<file path="config.mk">
export PLATFORM = sky130hd
export DESIGN_NAME = grid_mesh_index_generator_top
export DESIGN_NICKNAME = d
export VERILOG_FILES = /design/src/design/gmig_pkg.sv /design/src/design/gmig_fifo.sv /design/src/design/gmig_gen.sv /design/src/design/grid_mesh_index_generator_top.sv
export VERILOG_INCLUDE_DIRS = /design/src /design/src/design
export SDC_FILE = /design/constraint.sdc
export NUM_CORES = 1
export LEC_CHECK = 0
export BUFFER_PORTS_ARGS = -buffer_cell sky130_fd_sc_hd__clkbuf_2
export CAP_MARGIN = 40
export CORE_MARGIN = 2
export CORE_UTILIZATION = 59
export CTS_BUF_LIST = sky130_fd_sc_hd__clkbuf_16
export CTS_CLUSTER_DIAMETER = 100
export DETAILED_ROUTE_END_ITERATION = 8
export GPL_TIMING_DRIVEN = 0
export PLACE_DENSITY = 0.76
export RECOVER_POWER = 50
export SLEW_MARGIN = 40
export SYNTH_ARGS = -nofsm -noshare
export SYNTH_HDL_FRONTEND = slang
export SYNTH_SLANG_ARGS = --single-unit
</file>
<file path="constraint.sdc">
create_clock -name clk -period 9.2 [get_ports clk]
set_input_delay 2.76 -clock clk [delete_from_list [all_inputs] [get_ports clk]]
set_output_delay 2.76 -clock clk [all_outputs]
set_load 0.005 [all_outputs]
</file>
<file path="src/design/assert_macros.svh">
// assertion macros used by the top-level design file
`ifndef ASSERT_MACROS_SVH
`define ASSERT_MACROS_SVH

// same-cycle implication, checked outside reset
`define ASSERT_IMP(lbl, clk, rst, ante, cons) \
  lbl: assert property (@(posedge clk) disable iff (rst) (ante) |-> (cons)) \
    else $error("same-cycle check failed");

// next-cycle implication, checked outside reset
`define ASSERT_NEXT(lbl, clk, rst, ante, cons) \
  lbl: assert property (@(posedge clk) disable iff (rst) (ante) |=> (cons)) \
    else $error("next-cycle check failed");

`endif

</file>
<file path="src/design/gmig_pkg.sv">
// shared types and constants of the grid mesh index generator
package gmig_pkg;

  localparam int unsigned IDX_W       = 16;
  localparam int unsigned SLOT_W      = 3;
  localparam int unsigned CFG_IDX_W   = 3;
  localparam int unsigned QUEUE_DEPTH = 2;

  localparam logic [CFG_IDX_W-1:0] REG_TOPOLOGY    = 3'd0;
  localparam logic [CFG_IDX_W-1:0] REG_COLUMNS     = 3'd1;
  localparam logic [CFG_IDX_W-1:0] REG_ROWS        = 3'd2;
  localparam logic [CFG_IDX_W-1:0] REG_COLUMN_STEP = 3'd3;
  localparam logic [CFG_IDX_W-1:0] REG_ROW_STEP    = 3'd4;
  localparam logic [CFG_IDX_W-1:0] REG_ROW_STRIDE  = 3'd5;

  localparam logic [SLOT_W-1:0] SLOT_0 = 3'd0;
  localparam logic [SLOT_W-1:0] SLOT_1 = 3'd1;
  localparam logic [SLOT_W-1:0] SLOT_2 = 3'd2;
  localparam logic [SLOT_W-1:0] SLOT_3 = 3'd3;
  localparam logic [SLOT_W-1:0] SLOT_4 = 3'd4;
  localparam logic [SLOT_W-1:0] SLOT_5 = 3'd5;

  localparam logic MODE_STRIP = 1'b0;
  localparam logic MODE_LIST  = 1'b1;

  typedef struct packed {
    logic             topology_mode;
    logic [IDX_W-1:0] columns;
    logic [IDX_W-1:0] rows;
    logic [IDX_W-1:0] column_step;
    logic [IDX_W-1:0] line_step;
  } cfg_t;

  typedef struct packed {
    logic [IDX_W-1:0] vertex_index;
    logic             final_index;
    logic             exhausted;
  } result_t;

endpackage

</file>
<file path="src/design/gmig_fifo.sv">
// small first-in first-out queue used on both sides of the generator
module gmig_fifo #(
  parameter int unsigned WIDTH = 1,
  parameter int unsigned DEPTH = gmig_pkg::QUEUE_DEPTH
) (
  input  logic             clk,
  input  logic             rst,
  input  logic             push,
  input  logic [WIDTH-1:0] wr_data,
  output logic             full,
  input  logic             pop,
  output logic [WIDTH-1:0] rd_data,
  output logic             empty
);
  import gmig_pkg::*;

  localparam int unsigned PTR_W = (DEPTH > 1) ? $clog2(DEPTH) : 1;
  localparam int unsigned CNT_W = $clog2(DEPTH + 1);
  localparam logic [PTR_W-1:0] LAST = PTR_W'(DEPTH - 1);
  localparam logic [CNT_W-1:0] FULL_CNT = CNT_W'(DEPTH);

  logic [WIDTH-1:0] mem [DEPTH];
  logic [PTR_W-1:0] wr_ptr;
  logic [PTR_W-1:0] rd_ptr;
  logic [CNT_W-1:0] count;
  logic             do_push;
  logic             do_pop;

  assign full    = (count == FULL_CNT);
  assign empty   = (count == '0);
  assign do_push = push && !full;
  assign do_pop  = pop && !empty;
  assign rd_data = mem[rd_ptr];

  always_ff @(posedge clk) begin
    if (do_push) begin
      mem[wr_ptr] <= wr_data;
    end
  end

  always_ff @(posedge clk) begin
    if (rst) begin
      wr_ptr <= '0;
      rd_ptr <= '0;
      count  <= '0;
    end else begin
      if (do_push) begin
        wr_ptr <= (wr_ptr == LAST) ? '0 : wr_ptr + PTR_W'(1);
      end
      if (do_pop) begin
        rd_ptr <= (rd_ptr == LAST) ? '0 : rd_ptr + PTR_W'(1);
      end
      if (do_push && !do_pop) begin
        count <= count + CNT_W'(1);
      end else if (do_pop && !do_push) begin
        count <= count - CNT_W'(1);
      end
    end
  end

endmodule

</file>
<file path="src/design/gmig_gen.sv">
// back end: grid walk counters and index selection, one index per step
module gmig_gen (
  input  logic             clk,
  input  logic             rst,
  input  gmig_pkg::cfg_t   cfg,
  input  logic             in_valid,
  input  logic             restart,
  output logic             in_pop,
  input  logic             out_ready,
  output logic             out_push,
  output gmig_pkg::result_t result
);
  import gmig_pkg::*;

  logic [IDX_W-1:0]  row_count, row_count_next;
  logic [IDX_W-1:0]  column_count, column_count_next;
  logic [SLOT_W-1:0] slot, slot_next;
  logic [IDX_W-1:0]  row_start_vertex, row_start_vertex_next;
  logic [IDX_W-1:0]  current_vertex, current_vertex_next;
  logic              finished, finished_next;

  logic              step;
  logic [IDX_W-1:0]  c_rc, c_cc, c_rsv, c_cur;
  logic [SLOT_W-1:0] c_slot;
  logic              c_fin;
  logic [IDX_W-1:0]  cur_ls, rsv_ls, cur_cs, cur_1, cur_1_ls;
  logic              col_end_strip, col_end_list, row_end, degenerate;

  assign step     = in_valid && out_ready;
  assign in_pop   = step;
  assign out_push = step;

  // restart clears the walk before this beat is served
  assign c_rc   = restart ? '0 : row_count;
  assign c_cc   = restart ? '0 : column_count;
  assign c_slot = restart ? '0 : slot;
  assign c_rsv  = restart ? '0 : row_start_vertex;
  assign c_cur  = restart ? '0 : current_vertex;
  assign c_fin  = restart ? 1'b0 : finished;

  assign cur_ls   = c_cur + cfg.line_step;
  assign rsv_ls   = c_rsv + cfg.line_step;
  assign cur_cs   = c_cur + cfg.column_step;
  assign cur_1    = c_cur + IDX_W'(1);
  assign cur_1_ls = cur_1 + cfg.line_step;

  assign col_end_strip = ({1'b0, c_cc} + 17'd1) >= {1'b0, cfg.columns};
  assign col_end_list  = ({1'b0, c_cc} + 17'd2) >= {1'b0, cfg.columns};
  assign row_end       = ({1'b0, c_rc} + 17'd2) >= {1'b0, cfg.rows};

  always_comb begin
    if (cfg.topology_mode == MODE_LIST) begin
      degenerate = (cfg.rows < 16'd2) || (cfg.columns < 16'd2);
    end else begin
      degenerate = (cfg.rows < 16'd2) || (cfg.columns < 16'd1);
    end
  end

  always_comb begin
    row_count_next        = c_rc;
    column_count_next     = c_cc;
    slot_next             = c_slot;
    row_start_vertex_next = c_rsv;
    current_vertex_next   = c_cur;
    finished_next         = c_fin;
    result.vertex_index   = '0;
    result.final_index    = 1'b0;
    result.exhausted      = 1'b0;
    if (degenerate || c_fin) begin
      result.exhausted = 1'b1;
    end else if (cfg.topology_mode == MODE_LIST) begin
      unique case (c_slot)
        SLOT_1:  result.vertex_index = cur_ls;
        SLOT_2:  result.vertex_index = cur_1;
        SLOT_3:  result.vertex_index = cur_1;
        SLOT_4:  result.vertex_index = cur_ls;
        SLOT_5:  result.vertex_index = cur_1_ls;
        default: result.vertex_index = c_cur;
      endcase
      unique case (c_slot)
        SLOT_1, SLOT_2, SLOT_3, SLOT_4: slot_next = c_slot + SLOT_W'(1);
        SLOT_5: begin
          slot_next = SLOT_0;
          if (col_end_list) begin
            row_start_vertex_next = rsv_ls;
            current_vertex_next   = rsv_ls;
            column_count_next     = '0;
            if (row_end) begin
              result.final_index = 1'b1;
              finished_next      = 1'b1;
            end else begin
              row_count_next = c_rc + IDX_W'(1);
            end
          end else begin
            current_vertex_next = cur_1;
            column_count_next   = c_cc + IDX_W'(1);
          end
        end
        default: slot_next = SLOT_1;
      endcase
    end else begin
      unique case (c_slot)
        SLOT_1: begin
          result.vertex_index = cur_ls;
          if (col_end_strip) begin
            row_start_vertex_next = rsv_ls;
            if (row_end) begin
              result.final_index = 1'b1;
              finished_next      = 1'b1;
              slot_next          = SLOT_0;
            end else begin
              slot_next = SLOT_2;
            end
          end else begin
            current_vertex_next = cur_cs;
            column_count_next   = c_cc + IDX_W'(1);
            slot_next           = SLOT_0;
          end
        end
        SLOT_2: begin
          // degenerate pair: last lower vertex of the old row
          result.vertex_index = cur_ls;
          slot_next           = SLOT_3;
        end
        SLOT_3: begin
          result.vertex_index = c_rsv;
          current_vertex_next = c_rsv;
          column_count_next   = '0;
          row_count_next      = c_rc + IDX_W'(1);
          slot_next           = SLOT_0;
        end
        default: begin
          result.vertex_index = c_cur;
          slot_next           = SLOT_1;
        end
      endcase
    end
  end

  always_ff @(posedge clk) begin
    if (rst) begin
      row_count        <= '0;
      column_count     <= '0;
      slot             <= '0;
      row_start_vertex <= '0;
      current_vertex   <= '0;
      finished         <= 1'b0;
    end else if (step) begin
      row_count        <= row_count_next;
      column_count     <= column_count_next;
      slot             <= slot_next;
      row_start_vertex <= row_start_vertex_next;
      current_vertex   <= current_vertex_next;
      finished         <= finished_next;
    end
  end

endmodule

</file>
<file path="src/design/grid_mesh_index_generator_top.sv">
// Grid mesh index generator: emits the vertex index sequence of a regular grid.
// Input queue: drive restart and raise push while full is low; each beat asks
// for one index (restart=1 starts the grid over and yields its first index).
// Result queue: while empty is low, vertex_index, final_index and exhausted
// hold the oldest result; raise pop to take it. Every request gives one result.
// Config channel: cfg_valid/cfg_ready with cfg_index and cfg_data; cfg_ready is
// always high. Write only while no requests are in flight. The line offset
// (row_step times row_stride) is formed by one multiplier at write time.
// The generator step moves each request from the input queue to the result queue;
// it holds while the input queue is empty or the result queue is full.
// Throughput: one index per cycle while it is not held, set by the registered counter
// update in the generator; both queues hold QUEUE_DEPTH beats.
// Reset: configuration returns to strip mode, 2 by 2 grid, column step 1,
// row step 1, row stride 2; the walk restarts at index zero; queues empty.
// When the receiver stalls, the result queue fills, the generator holds, and
// the input queue then raises full.
module grid_mesh_index_generator_top #(
  parameter int unsigned QUEUE_DEPTH = gmig_pkg::QUEUE_DEPTH
) (
  input  logic                            clk,
  input  logic                            rst,
  input  logic                            push,
  output logic                            full,
  input  logic                            restart,
  output logic                            empty,
  input  logic                            pop,
  output logic [gmig_pkg::IDX_W-1:0]      vertex_index,
  output logic                            final_index,
  output logic                            exhausted,
  input  logic                            cfg_valid,
  output logic                            cfg_ready,
  input  logic [gmig_pkg::CFG_IDX_W-1:0]  cfg_index,
  input  logic [gmig_pkg::IDX_W-1:0]      cfg_data
);
  import gmig_pkg::*;

  `include "assert_macros.svh"

  localparam int unsigned RES_W = $bits(result_t);

  logic             topology_mode;
  logic [IDX_W-1:0] columns, rows, column_step, row_step, row_stride, line_step;
  logic [IDX_W-1:0] mul_a, mul_b, mul_lo;
  logic             cfg_wr;
  cfg_t             cfg;

  logic             q_in_valid, q_in_empty, q_restart, gen_in_pop;
  logic             gen_out_push, q_out_full;
  result_t          gen_result, q_result;

  assign cfg_ready = 1'b1;
  assign cfg_wr    = cfg_valid && cfg_ready;

  // keep the line offset current with either operand being written
  assign mul_a  = (cfg_index == REG_ROW_STEP)   ? cfg_data : row_step;
  assign mul_b  = (cfg_index == REG_ROW_STRIDE) ? cfg_data : row_stride;
  assign mul_lo = mul_a * mul_b;

  always_ff @(posedge clk) begin
    if (rst) begin
      topology_mode <= MODE_STRIP;
      columns       <= 16'd2;
      rows          <= 16'd2;
      column_step   <= 16'd1;
      row_step      <= 16'd1;
      row_stride    <= 16'd2;
      line_step     <= 16'd2;
    end else if (cfg_wr) begin
      unique case (cfg_index)
        REG_TOPOLOGY:    topology_mode <= cfg_data[0];
        REG_COLUMNS:     columns       <= cfg_data;
        REG_ROWS:        rows          <= cfg_data;
        REG_COLUMN_STEP: column_step   <= cfg_data;
        REG_ROW_STEP: begin
          row_step  <= cfg_data;
          line_step <= mul_lo;
        end
        REG_ROW_STRIDE: begin
          row_stride <= cfg_data;
          line_step  <= mul_lo;
        end
        default: ;
      endcase
    end
  end

  assign cfg.topology_mode = topology_mode;
  assign cfg.columns       = columns;
  assign cfg.rows          = rows;
  assign cfg.column_step   = column_step;
  assign cfg.line_step     = line_step;

  gmig_fifo #(
    .WIDTH (1),
    .DEPTH (QUEUE_DEPTH)
  ) u_in_q (
    .clk     (clk),
    .rst     (rst),
    .push    (push),
    .wr_data (restart),
    .full    (full),
    .pop     (gen_in_pop),
    .rd_data (q_restart),
    .empty   (q_in_empty)
  );

  assign q_in_valid = !q_in_empty;

  gmig_gen u_gen (
    .clk       (clk),
    .rst       (rst),
    .cfg       (cfg),
    .in_valid  (q_in_valid),
    .restart   (q_restart),
    .in_pop    (gen_in_pop),
    .out_ready (!q_out_full),
    .out_push  (gen_out_push),
    .result    (gen_result)
  );

  gmig_fifo #(
    .WIDTH (RES_W),
    .DEPTH (QUEUE_DEPTH)
  ) u_out_q (
    .clk     (clk),
    .rst     (rst),
    .push    (gen_out_push),
    .wr_data (gen_result),
    .full    (q_out_full),
    .pop     (pop),
    .rd_data (q_result),
    .empty   (empty)
  );

  assign vertex_index = q_result.vertex_index;
  assign final_index  = q_result.final_index;
  assign exhausted    = q_result.exhausted;

  `ASSERT_IMP(a_exh_zero, clk, rst, !empty && exhausted, vertex_index == '0)
  `ASSERT_IMP(a_fin_not_exh, clk, rst, !empty && final_index, !exhausted)
  `ASSERT_IMP(a_line_step, clk, rst, 1'b1, line_step == IDX_W'(row_step * row_stride))
  `ASSERT_NEXT(a_gen_fed, clk, rst, gen_out_push && !pop, !empty)

endmodule

</file>
Word level (Yosys, flattened, before mapping). Memory sizes are Yosys's and may differ from the RTL's. A register that Yosys moved wholly into a read port is not among the register bits. Cells that the tools add are included.

Flip-flop bits (word level): 173. Bits in writable memories: 38. Input bits: 25. Output and inout bits: 21. Word-level logic and storage cells: 166. Memories kept: 2.

Add/sub/neg operators: 19. Multipliers: 1. Order comparisons: 6. Eq/ne operators: 12. Mux-type cells: 72. Reduce and logical (&&, ||, !) cells: 35.

Memories: u_out_q.mem (words 2, bits a word 18, rd ports 1, clocked after memory_dff 1, wr ports 1, line gmig_fifo.sv:22) `logic [WIDTH-1:0] mem [DEPTH];`; u_in_q.mem (words 2, bits a word 1, rd ports 1, clocked after memory_dff 1, wr ports 1, line gmig_fifo.sv:22).

Operator list (count): $mux W16 (28); $pmux W16 S2 (3); $add A16 B16 Y16 (4); $ge A17 B16 Y1 (3); $add A16 B1 Y16 const B (3); $pmux W16 S3 (1); $add A16 B2 Y17 const B (2); $mux W17 (2); $lt A16 B2 Y1 const B (2); $mux W1 (27); $add A16 B1 Y17 const B (1); $lt A16 B1 Y1 const B (1); $mul A16 B16 Y16 (1); $eq A3 B2 Y1 const B (4); $eq A3 B3 Y1 const B (4); $mux W3 (4); $mux W2 (5); $reduce_and A2 Y1 (5); $logic_and A1 B1 Y1 (9); $pmux W3 S3 (1); $logic_not A1 Y1 (8); $reduce_or A2 Y1 (4); $eq A3 B1 Y1 const B (2); $pmux W3 S2 (1); other kinds (10) (20).

Longest topological paths before layout. Gate-level depths: netlist of run 1.

Depth after elaboration: 8. Gate-level depth with buffers: 28. Gate-level depth less buffers: 24.

Cells and area by module. A second synthesis of run 1 with hierarchy kept.

Cells, all modules: 2396. Area total of the unflattened synthesis: 19498.7 sq um.

Modules (own cells, without submodules): gmig_gen (times used 1, cells an instance 1362, area each 9872.0 sq um, sequential area each 1361.3 sq um); grid_mesh_index_generator_top (times used 1, cells an instance 925, area each 7823.8 sq um, sequential area each 1941.9 sq um); gmig_fifo (u_out_q) (times used 1, cells an instance 81, area each 1514.0 sq um, sequential area each 1181.1 sq um); gmig_fifo (u_in_q) (times used 1, cells an instance 28, area each 289.0 sq um, sequential area each 160.2 sq um).

Worst setup path after synthesis of run 1. No wires, ideal clock.

Kind: input to register. From: input port cfg_index[2] (netlist name). To: register line_step[15]. Library setup time: 0.063 ns. Arrival: 8.843 ns. Required time: 9.137 ns. Slack: 0.294 ns. Stages on the path: 27. Path buffers: 4. Cells stage by stage: buf_4 > nand3b_1 > buf_6 > buf_6 > clkbuf_1 > mux2i_1 > nor2_1 > fa_1 > inv_1 > fa_1 > inv_1 > fa_1 > inv_1 > fa_1 > inv_1 > fa_1 > fa_1 > ha_1 > and2_1 > o21ai_0 > o31ai_1 > o21ai_1 > nand2b_1 > a21oi_1 > xnor2_1 > mux2_4 > nor2_2.

Word-level cells in the longest chain between the ends: 3. Elaborated cells between the ends (all ways): 7. Classes of those cells: mul: 1; eq/ne: 2; mux: 2; reduce/logical: 2.

RTL lines: from (decl) (line grid_mesh_index_generator_top.sv:32) `input logic [gmig_pkg::CFG_IDX_W-1:0] cfg_index,`; $eq A3 B3 Y1, on equally long branches (line grid_mesh_index_generator_top.sv:55, grid_mesh_index_generator_top.sv:69, grid_mesh_index_generator_top.sv:56); $mux W16 or $reduce_or A2 Y1 (tied branches); $mul A16 B16 Y16 or $reduce_and A2 Y1 (tied branches); to (signal assigned) (line grid_mesh_index_generator_top.sv:76) `line_step <= mul_lo;`; to (signal assigned) (line grid_mesh_index_generator_top.sv:80) `line_step <= mul_lo;`; to (decl) (line grid_mesh_index_generator_top.sv:42) `logic [IDX_W-1:0] columns, rows, column_step, row_step, row_stride, line_step;`.

Several ways; a longest one is shown, not always the timed one. A chain may end at the register's enable or synchronous reset.

Final worst setup path of run 1.
From: input port cfg_index[0] (netlist name). To: register line_step[15].

Same word-level chain as after synthesis.

==> results.sh, run 1 <==
export IMPL_cts_root_buffer="clkbuf_16"
export IMPL_yosys_warnings=0
export IMPL_finalCritPeriodShare_pct=96.1
export IMPL_die_h_um=184
export IMPL_drt_iter0_markers=2126
export IMPL_ff_latch_area_um2=4640
export IMPL_cts_sinks=213
export IMPL_fin_nets=2727
export IMPL_total_power_mw=3.54
export IMPL_fillers=2754
export IMPL_utilization_pct=65.2
export IMPL_status="complete, but fails checks"
export IMPL_crit_start="cfg_index[0]"
export IMPL_top_layer="met5"
export IMPL_viasPerCell=6.46
export IMPL_worstSkewPairLatency_ps=580
export IMPL_ys_flop_type="dfxtp_1"
export IMPL_wl_um=68200
export IMPL_cp_arrival_ps=9350
export IMPL_grt_pass1_wl_um=104000
export IMPL_slew_violations=30
export IMPL_reg2reg_depth=24
export IMPL_cts_hold_fix_buffers=0
export IMPL_place_congestion=1.03
export IMPL_grt_usage_pct=40.3
export IMPL_finalSetupViolations=0
export IMPL_ys_types=89
export IMPL_irDropWorstVdd_mv=0.144
export IMPL_synth_edff_count=38
export IMPL_wl_met3_um=6740
export IMPL_cap_violations=2
export IMPL_numCtsBuffers=25
export IMPL_fmax_ghz=0.113
export IMPL_max_slew_margin_pct=-29.0
export IMPL_rsz0062_at_grt="no"
export IMPL_setup_tns_ps=0
export IMPL_rows=65
export IMPL_syn_nets=2658
export IMPL_hold_violations=0
export IMPL_p_leak_nw=8.63
export IMPL_preCtsSetupSlack_ps=-716
export IMPL_worstHoldStart="columns[11]"
export IMPL_violations="capacitance limit, slew limit"
export IMPL_async_reset_ff_share_pct=0
export IMPL_drcViolationCount=0
export IMPL_grt_start_max_net_pins=20
export IMPL_die_x_um=184
export IMPL_grt_overflow=0
export IMPL_worst_slew_pin_slew_ps=1930
export IMPL_drive_above_1_share_pct=7.33
export IMPL_clockBufferDepth=3
export IMPL_port_buffers=43
export IMPL_synth_avg_cell_area_um2=8.05
export IMPL_power_density_nw_per_um2=171
export IMPL_clock_skew_ps=46.6
export IMPL_endpoint_kind="register"
export IMPL_start_util_pct=60.2
export IMPL_htreeDepth=1
export IMPL_vias=18800
export IMPL_hold_slack_ps=456
export IMPL_tritoncts="yes"
export IMPL_seq_area_frac_synth_pct=24.2
export IMPL_drt_pass1_iter_count=6
export IMPL_grt_pass1_vias=17900
export IMPL_wl_met2_um=30700
export IMPL_clk_pin_slew_worst_paths_ps=70
export IMPL_crit_required_ps=9710
export IMPL_cp_max_fo=10
export IMPL_setup_ws_ps=358
export IMPL_netlist_area_um2=19200
export IMPL_wire_per_inst_um=23.5
export IMPL_ys_seq_elements=213
export IMPL_core_area_um2=31800
export IMPL_syn_inst=2380
export IMPL_multi_input_area_um2=13400
export IMPL_area_growth_syn_to_layout_pct=8.24
export IMPL_ant_nets=0
export IMPL_die_area_um2=33900
export IMPL_setup_worst_path_class="in2reg"
export IMPL_ios=46
export IMPL_m1WireLength_um=26300
export IMPL_critPathLaunchType="primary input"
export IMPL_antenna_found_initial=1
export IMPL_whs_path_depth=2
export IMPL_hp_class="reg2reg"
export IMPL_min_period_ps=8840
export IMPL_dp_hpwl_um=52200
worst max-delay path: stages:
cell and delay, ps:
clkbuf_2 150, nor3b_2 200, buf_6 210, mux2i_1 680, nor2_1 130, fa_1 530, inv_1 60, fa_1 530
inv_1 60, fa_1 500, inv_1 50, fa_1 470, inv_1 50, fa_1 500, fa_1 490, ha_1 380
and2_1 200, o21ai_0 150, o31ai_1 110, o21ai_1 230, nand2b_1 90, a21oi_1 300, xnor2_1 170, mux2_4 280
nor2_2 70
stage by stage:
step / cell area (um^2) / std cells
after floorplan: 19200 / 2380
after global placement: 19900 / 2858
after detailed placement: 20000 / 2859
after CTS: 20700 / 2904
after global routing: 20700 / 2903
final: 20700 / 2904
cell usage in the layout, fill, tap and decap left out, types with 12 or more instances in the layout:
master     count
nand4_1       21
a31oi_1       18
and3_1        24
xor2_1        46
ha_1         169
a22oi_1       43
xnor2_1      100
nor3_1        36
o21a_1        16
nand2b_1      21
a21o_1        22
clkbuf_2      46
edfxtp_1      38
clkbuf_1      78
and2_1        25
inv_1        193
mux2_2        40
a21oi_1      186
nand3_1       44
dfxtp_1      175
nor2_1       280
mux2i_1       40
or3_1         19
o31ai_1       12
clkbuf_16     25
a211oi_1      38
o21ai_0      102
nand2_1      295
nor2b_1       17
fa_1          84
area by class of cell:
class | count | area share [%]
Antenna cell | 1 | 0.0121
Buffer | 102 | 2.20
Clock buffer | 25 | 3.02
Clock inverter | 21 | 0.730
Inverter | 194 | 3.51
Multi-Input combinational cell | 1869 | 64.5
Sequential cell | 213 | 22.4
Tap cell | 435 | 2.62
Timing Repair Buffer | 44 | 1.03
synthesized netlist by cell type, drive strengths merged, types with 8 or more instances:
master | number | area [um^2]
nand2 | 295 | 1110
nor2 | 283 | 1070
inv | 192 | 721
a21oi | 187 | 936
dfxtp | 175 | 3500
ha | 169 | 2110
o21ai | 106 | 542
xnor2 | 102 | 901
fa | 84 | 1680
clkbuf | 79 | 298
mux2i | 49 | 505
xor2 | 46 | 403
a22oi | 44 | 335
nand3 | 44 | 220
mux2 | 43 | 495
a211oi | 38 | 285
edfxtp | 38 | 1140
nor3 | 37 | 185
and2 | 27 | 169
buf | 25 | 156
and3 | 24 | 150
a21o | 22 | 165
nand2b | 21 | 131
nand4 | 21 | 131
or3 | 19 | 119
a31oi | 18 | 119
nor2b | 17 | 106
o21a | 16 | 120
o31ai | 12 | 90.1
o211ai | 11 | 82.6
nor4 | 10 | 96.4
o221ai | 10 | 87.6
o22ai | 9 | 56.3
a221oi | 8 | 70.1
a32oi | 8 | 70.1
and4 | 8 | 70.1
o21bai | 8 | 60.1
or2 | 8 | 50.1
kinds of logic after synthesis:
logic type | Yosys count | share of synthesized area (%)
and+or+nand+nor | 827 | 19.4
AOI/OAI and AO/OA | 547 | 18.2
buffers and inverters | 298 | 6.17
adders and majority gates | 253 | 19.8
DFF | 213 | 24.2
xor gates and xnor gates | 149 | 6.92
muxes | 92 | 5.22
other | 1 | 0.0196
routing by layer:
layer	vias up	track usage (%)
met5	-	0
met2	1093	64.3
li1	8422	-
met1	8963	51.0
met4	2	23.3
met3	273	7.63
what timing repair did:
item	CTS	global route
pin swaps	0	0
endpoints found under the hold margin	0	0
gates resized for setup	1	9
buffers inserted	0	0
endpoints found under the setup margin	1	6
where the power goes:
| group | switching (mW) | internal (mW) | leakage [nW] |
|---|---|---|---|
| Clock | 0.455 | 0.509 | 0.396 |
| Sequential | 0.0598 | 1.07 | 1.78 |
| Combinational | 0.966 | 0.478 | 6.46 |
| Total | 1.48 | 2.06 | 8.63 |
final timing paths:
| kind | endpoint | slack [ps] |
|---|---|---|
| worst min register to register | columns[11] | 460 |
| worst max register to register | u_gen.row_start_vertex[6] | 530 |
| worst min-delay path | columns[11] | 460 |
| worst max-delay path | line_step[15] | 360 |
state kept, by name, indices dropped and copies added, names as in the netlist, 16 cells and up, named ones only:
name and count:
columns 16, u_gen.row_count 16, rows 16, row_step 16, row_stride 16, column_step 16
u_gen.current_vertex 16, u_gen.row_start_vertex 16, line_step 16, u_out_q.mem 36, u_gen.column_count 16
No activity file was read; power rests on OpenSTA's default activity.
==> inputs of run 2 (changes only) <==
--- a/config.mk
+++ b/config.mk
@@ -8,7 +8,6 @@
 export LEC_CHECK = 0
 export BUFFER_PORTS_ARGS = -buffer_cell sky130_fd_sc_hd__clkbuf_2
 export CAP_MARGIN = 40
-export CORE_MARGIN = 2
 export CORE_UTILIZATION = 59
 export CTS_BUF_LIST = sky130_fd_sc_hd__clkbuf_16
 export CTS_CLUSTER_DIAMETER = 100
==> run 2 against run 1 <==
  * The flow still finishes with violations (capacitance limit, slew limit)
  * Clock power barely moved
  * Routed wire length fell by 3.1%
  * Critical path depth rose by 1
  * Register-to-register slack got worse by 40 ps
  * Maximum frequency fell by 0.25%
  * Combinational power barely moved
  * Clock skew fell by 26 ps
  * Critical path type unchanged
  * Largest power group unchanged
==> results.sh, run 2 (synthesized netlist as in run 1, its figures left out) <==
export IMPL_grt_overflow=0
export IMPL_core_area_um2=31700
export IMPL_wire_per_inst_um=23.0
export IMPL_clockBufferDepth=3
export IMPL_rsz0062_at_grt="no"
export IMPL_htreeDepth=1
export IMPL_power_density_nw_per_um2=169
export IMPL_numCtsBuffers=25
export IMPL_die_x_um=182
export IMPL_largest_reg_flops=36
export IMPL_viasPerCell=6.39
export IMPL_drcViolationCount=0
export IMPL_finalSetupViolations=0
export IMPL_ant_nets=0
export IMPL_cp_max_fo=10
export IMPL_grt_pass1_wl_um=101000
export IMPL_ios=46
export IMPL_grt_pass1_vias=17600
export IMPL_clk_pin_slew_worst_paths_ps=60
export IMPL_fillers=2762
export IMPL_wl_um=66000
export IMPL_die_area_um2=33200
export IMPL_max_slew_margin_pct=-20.1
export IMPL_vias=18400
export IMPL_worstSkewPairLatency_ps=560
export IMPL_setup_ws_ps=336
export IMPL_critPathLaunchType="primary input"
export IMPL_grt_usage_pct=39.5
export IMPL_irDropWorstVdd_mv=0.136
export IMPL_cts_sinks=213
export IMPL_violations="capacitance limit, slew limit"
export IMPL_finalCritPeriodShare_pct=96.4
export IMPL_worst_slew_pin_slew_ps=1790
export IMPL_top_register="u_out_q.mem"
export IMPL_drive_above_1_share_pct=7.09
export IMPL_start_util_pct=60.4
export IMPL_dp_cells=2826
export IMPL_finalNonFillerCells=2873
export IMPL_status="complete, but fails checks"
export IMPL_ff_latch_area_um2=4640
export IMPL_cap_violations=2
export IMPL_p_leak_nw=8.63
export IMPL_clock_skew_ps=20.5
export IMPL_setup_worst_path_class="in2reg"
export IMPL_slew_violations=30
export IMPL_crit_required_ps=9680
export IMPL_layout_commonest_cell="nand2_1"
export IMPL_hold_violations=0
export IMPL_drt_iter0_markers=1983
export IMPL_rows=65
export IMPL_preCtsSetupSlack_ps=-592
export IMPL_area_growth_syn_to_layout_pct=8.01
export IMPL_layout_common_cells="295 x nand2_1, 280 x nor2_1, 196 x inv_1"
export IMPL_fmax_ghz=0.113
export IMPL_cts_root_buffer="clkbuf_16"
export IMPL_hp_class="reg2reg"
export IMPL_cts_setup_buffers=0
export IMPL_endpoint_kind="register"
export IMPL_fin_nets=2729
export IMPL_tritoncts="yes"
export IMPL_place_congestion=1.05
export IMPL_drt_pass1_iter_count=6
export IMPL_multi_input_area_um2=13400
export IMPL_cp_arrival_ps=9340
export IMPL_antenna_found_initial=1
export IMPL_min_period_ps=8860
export IMPL_die_h_um=182
export IMPL_port_buffers=43
export IMPL_dp_hpwl_um=50500
export IMPL_grt_start_max_net_pins=19
run 2: changes by cell type in the layout (fill, tap and decap cells not counted), sizes merged:
cell      delta
clkinvlp     +2
inv          +1
clkinv       -4
clkbuf       +3
run 2: critical path, cell delays in order:
cell       delay [ps]
clkbuf_2          140
nor3b_2           210
buf_6             200
buf_12            160
mux2i_1           320
clkbuf_1          480
nor2_1            130
fa_1              550
inv_1              50
fa_1              480
inv_1              70
ha_1              140
inv_1              50
fa_1              550
fa_1              440
fa_1              540
inv_1              40
ha_1              230
a2111oi_0         550
o31ai_1           190
o21ai_1           200
nand2b_1           80
a21oi_1           270
xnor2_1           150
mux2_4            280
nor2_2             80
run 2: power breakdown:
part	internal, mW	switching, mW	total, mW
Clock	0.520	0.441	0.961
Sequential	1.07	0.0594	1.13
Combinational	0.478	0.936	1.41
run 2: what timing repair did:
| item | 4_1_cts | 5_1_grt |
|---|---|---|
| cloned | 0 | 0 |
| pin swaps | 0 | 0 |
| gates resized for setup | 1 | 11 |
| setup endpoints to repair | 1 | 4 |
| hold buffers | 0 | 0 |
run 2: final cells by class:
type / count / share of cell area (%)
Antenna cell: 1 / 0.0121
Sequential cell: 213 / 22.4
Timing Repair Buffer: 44 / 1.04
Tap cell: 402 / 2.43
Clock buffer: 26 / 3.14
Inverter: 194 / 3.52
Buffer: 104 / 2.23
Clock inverter: 20 / 0.623
Multi-Input combinational cell: 1869 / 64.6
run 2: per-stage QoR:
| step | area (um^2) | utilization (%) | hold slack (ps) | TNS [ps] | power [mW] |
|---|---|---|---|---|---|
| 2_1_floorplan | 19200 | - | 432 | 0 | 2.04 |
| 3_3_place_gp | 19900 | 62.7 | 443 | -1220 | 2.48 |
| 3_5_place_dp | 19900 | 62.8 | 445 | -1250 | 2.52 |
| 4_1_cts | 20700 | 65.3 | 454 | 0 | 3.48 |
| 5_1_grt | 20700 | 65.2 | 466 | 0 | 3.66 |
| 6_report | 20700 | 65.2 | 454 | 0 | 3.51 |
run 2: worst paths after layout:
check / from / endpoint / slack [ps] / cells after the start
min reg2reg: u_gen.current_vertex[15] / u_gen.current_vertex[15] / 450 / 2
max reg2reg: register / u_gen.row_start_vertex[6] / 490 / 25
min: u_gen.current_vertex[15] / u_gen.current_vertex[15] / 450 / 2
max: cfg_index[1] / line_step[15] / 340 / 26
run 2: routing by layer:
layer	routed length (um)	track usage, %	vias to the layer above	share of wire, %
met4	4090	22.6	0	6.2
li1	-	-	8414	-
met5	0	0	-	0
met1	26000	50.8	8666	39
met3	6310	5.87	238	9.5
met2	29600	63.6	1045	45
==> inputs of run 3 (changes only) <==
--- a/config.mk
+++ b/config.mk
@@ -14,7 +14,6 @@
 export DETAILED_ROUTE_END_ITERATION = 8
 export GPL_TIMING_DRIVEN = 0
 export PLACE_DENSITY = 0.76
-export RECOVER_POWER = 50
 export SLEW_MARGIN = 40
 export SYNTH_ARGS = -nofsm -noshare
 export SYNTH_HDL_FRONTEND = slang
==> run 3 against run 2 <==
  * The run now ends clean
  * Non-clock buffer count unchanged
  * Die area unchanged
  * Global-route usage unchanged
  * Critical path type unchanged
==> results.sh, run 3 (synthesized netlist as in run 1, its figures left out) <==
export IMPL_core_area_um2=31700
export IMPL_min_period_ps=8870
export IMPL_utilization_pct=65.4
export IMPL_die_x_um=182
export IMPL_status="finished clean"
export IMPL_cts_root_buffer="clkbuf_16"
export IMPL_max_slew_margin_pct=36.2
export IMPL_wire_per_inst_um=23.0
export IMPL_drt_pass1_iter_count=8
export IMPL_drive_above_1_share_pct=7.49
export IMPL_grt_overflow=0
export IMPL_die_area_um2=33200
export IMPL_irDropWorstVdd_mv=0.135
export IMPL_drt_iter0_markers=2058
export IMPL_cts_sinks=213
export IMPL_hold_slack_ps=454
export IMPL_worst_slew_pin_slew_ps=957
export IMPL_setup_worst_path_class="in2reg"
export IMPL_grt_start_max_net_pins=19
export IMPL_clockBufferDepth=3
export IMPL_start_util_pct=60.4
export IMPL_layout_commonest_cell="nand2_1"
export IMPL_tritoncts="yes"
export IMPL_antenna_found_initial=1
export IMPL_numCtsBuffers=25
export IMPL_drcViolationCount=0
export IMPL_grt_pass1_vias=17600
export IMPL_ant_nets=0
export IMPL_endpoint_kind="register"
export IMPL_area_growth_syn_to_layout_pct=8.24
export IMPL_cp_max_fo=10
export IMPL_preCtsSetupSlack_ps=-592
export IMPL_worstSkewPairLatency_ps=560
export IMPL_layout_common_cells="295 x nand2_1, 279 x nor2_1, 196 x inv_1"
export IMPL_cap_violations=0
export IMPL_critPathLaunchType="primary input"
export IMPL_clock_skew_ps=22.0
export IMPL_largest_reg_flops=36
export IMPL_hold_violations=0
export IMPL_place_congestion=1.05
export IMPL_fin_nets=2729
export IMPL_grt_usage_pct=39.5
export IMPL_slew_violations=0
export IMPL_port_buffers=43
export IMPL_setup_ws_ps=335
export IMPL_rsz0062_at_grt="no"
export IMPL_cp_arrival_ps=9350
export IMPL_p_leak_nw=8.66
export IMPL_die_h_um=182
export IMPL_vias=18500
export IMPL_top_register="u_out_q.mem"
export IMPL_power_density_nw_per_um2=170
export IMPL_crit_start="cfg_index[1]"
export IMPL_grt_pass1_wl_um=101000
export IMPL_cts_hold_fix_buffers=0
export IMPL_htreeDepth=1
export IMPL_dp_hpwl_um=50500
export IMPL_clk_pin_slew_worst_paths_ps=60
export IMPL_crit_required_ps=9680
export IMPL_viasPerCell=6.45
export IMPL_total_power_mw=3.52
export IMPL_ios=46
export IMPL_hp_class="reg2reg"
export IMPL_wl_um=66000
export IMPL_finalCritPeriodShare_pct=96.4
export IMPL_finalSetupViolations=0
export IMPL_fmax_ghz=0.113
export IMPL_rows=65
export IMPL_worstHoldStart="u_gen.current_vertex[15]"
==> run 3: cell count changes in the layout (fill, tap and decap cells not counted) <==
cell and delta:
clkbuf_1 -9, clkbuf_2 +5, buf_1 +2, a31oi_1 -1, a31oi_4 +1, and2_0 -1, and2_2 +1, buf_2 +1
buf_8 +1, nor2_1 -1, nor2_4 +1
==> run 3: where the power goes <==
group | internal (mW) | switching (mW)
Sequential | 1.07 | 0.0594
Clock | 0.520 | 0.440
Combinational | 0.486 | 0.941
==> run 3: cell type report <==
class	instances	area (um^2)
Buffer	104	465
Tap cell	402	503
Inverter	194	728
Sequential cell	213	4640
Fill cell	2755	11000
Clock inverter	20	129
Timing Repair Buffer	44	230
Antenna cell	1	2.50
Multi-Input combinational cell	1869	13400
Clock buffer	26	651
==> run 3: per-stage QoR <==
step                      cell area, um^2  TNS, ps  instances
after floorplan                     19200        0       2380
after global placement              19900    -1220       2825
after detailed placement            19900    -1250       2826
after CTS                           20700        0       2872
after global routing                20700        0       2873
final                               20700        0       2873
==> run 3: metal layers <==
layer / part of all wire, % / wire length (um) / global-route usage (%) / vias to the layer above
met5: 0 / 0 / 0 / -
met4: 6.9 / 4520 / 22.6 / 0
met3: 9.9 / 6550 / 5.87 / 275
met2: 45 / 29400 / 63.6 / 1096
met1: 39 / 25500 / 50.8 / 8745
li1: - / - / - / 8422
==> run 3: critical path, stage by stage <==
cell and delay [ps]:
clkbuf_2 140, nor3b_2 210, buf_6 200, buf_12 170
mux2i_1 320, clkbuf_1 470, nor2_1 130, fa_1 550
inv_1 50, fa_1 480, inv_1 70, ha_1 140
inv_1 50, fa_1 550, fa_1 440, fa_1 540
inv_1 40, ha_1 330, or2_2 310, a21oi_1 210
o31ai_1 110, o21ai_1 200, nand2b_1 80, a21oi_1 270
xnor2_1 150, mux2_4 280, nor2_2 80
==> run 3: final timing paths <==
| kind | to | slack (ps) | depth (start not counted) |
|---|---|---|---|
| min | u_gen.current_vertex[15] | 450 | 2 |
| max | line_step[15] | 330 | 27 |
| min reg2reg | u_gen.current_vertex[15] | 450 | 2 |
| max reg2reg | u_gen.row_start_vertex[6] | 470 | 25 |
==> run 3: what timing repair did <==
action,CTS,global route
setup buffers,0,0
gates resized for setup,1,11
setup endpoints to repair,1,4
gates cloned,0,0
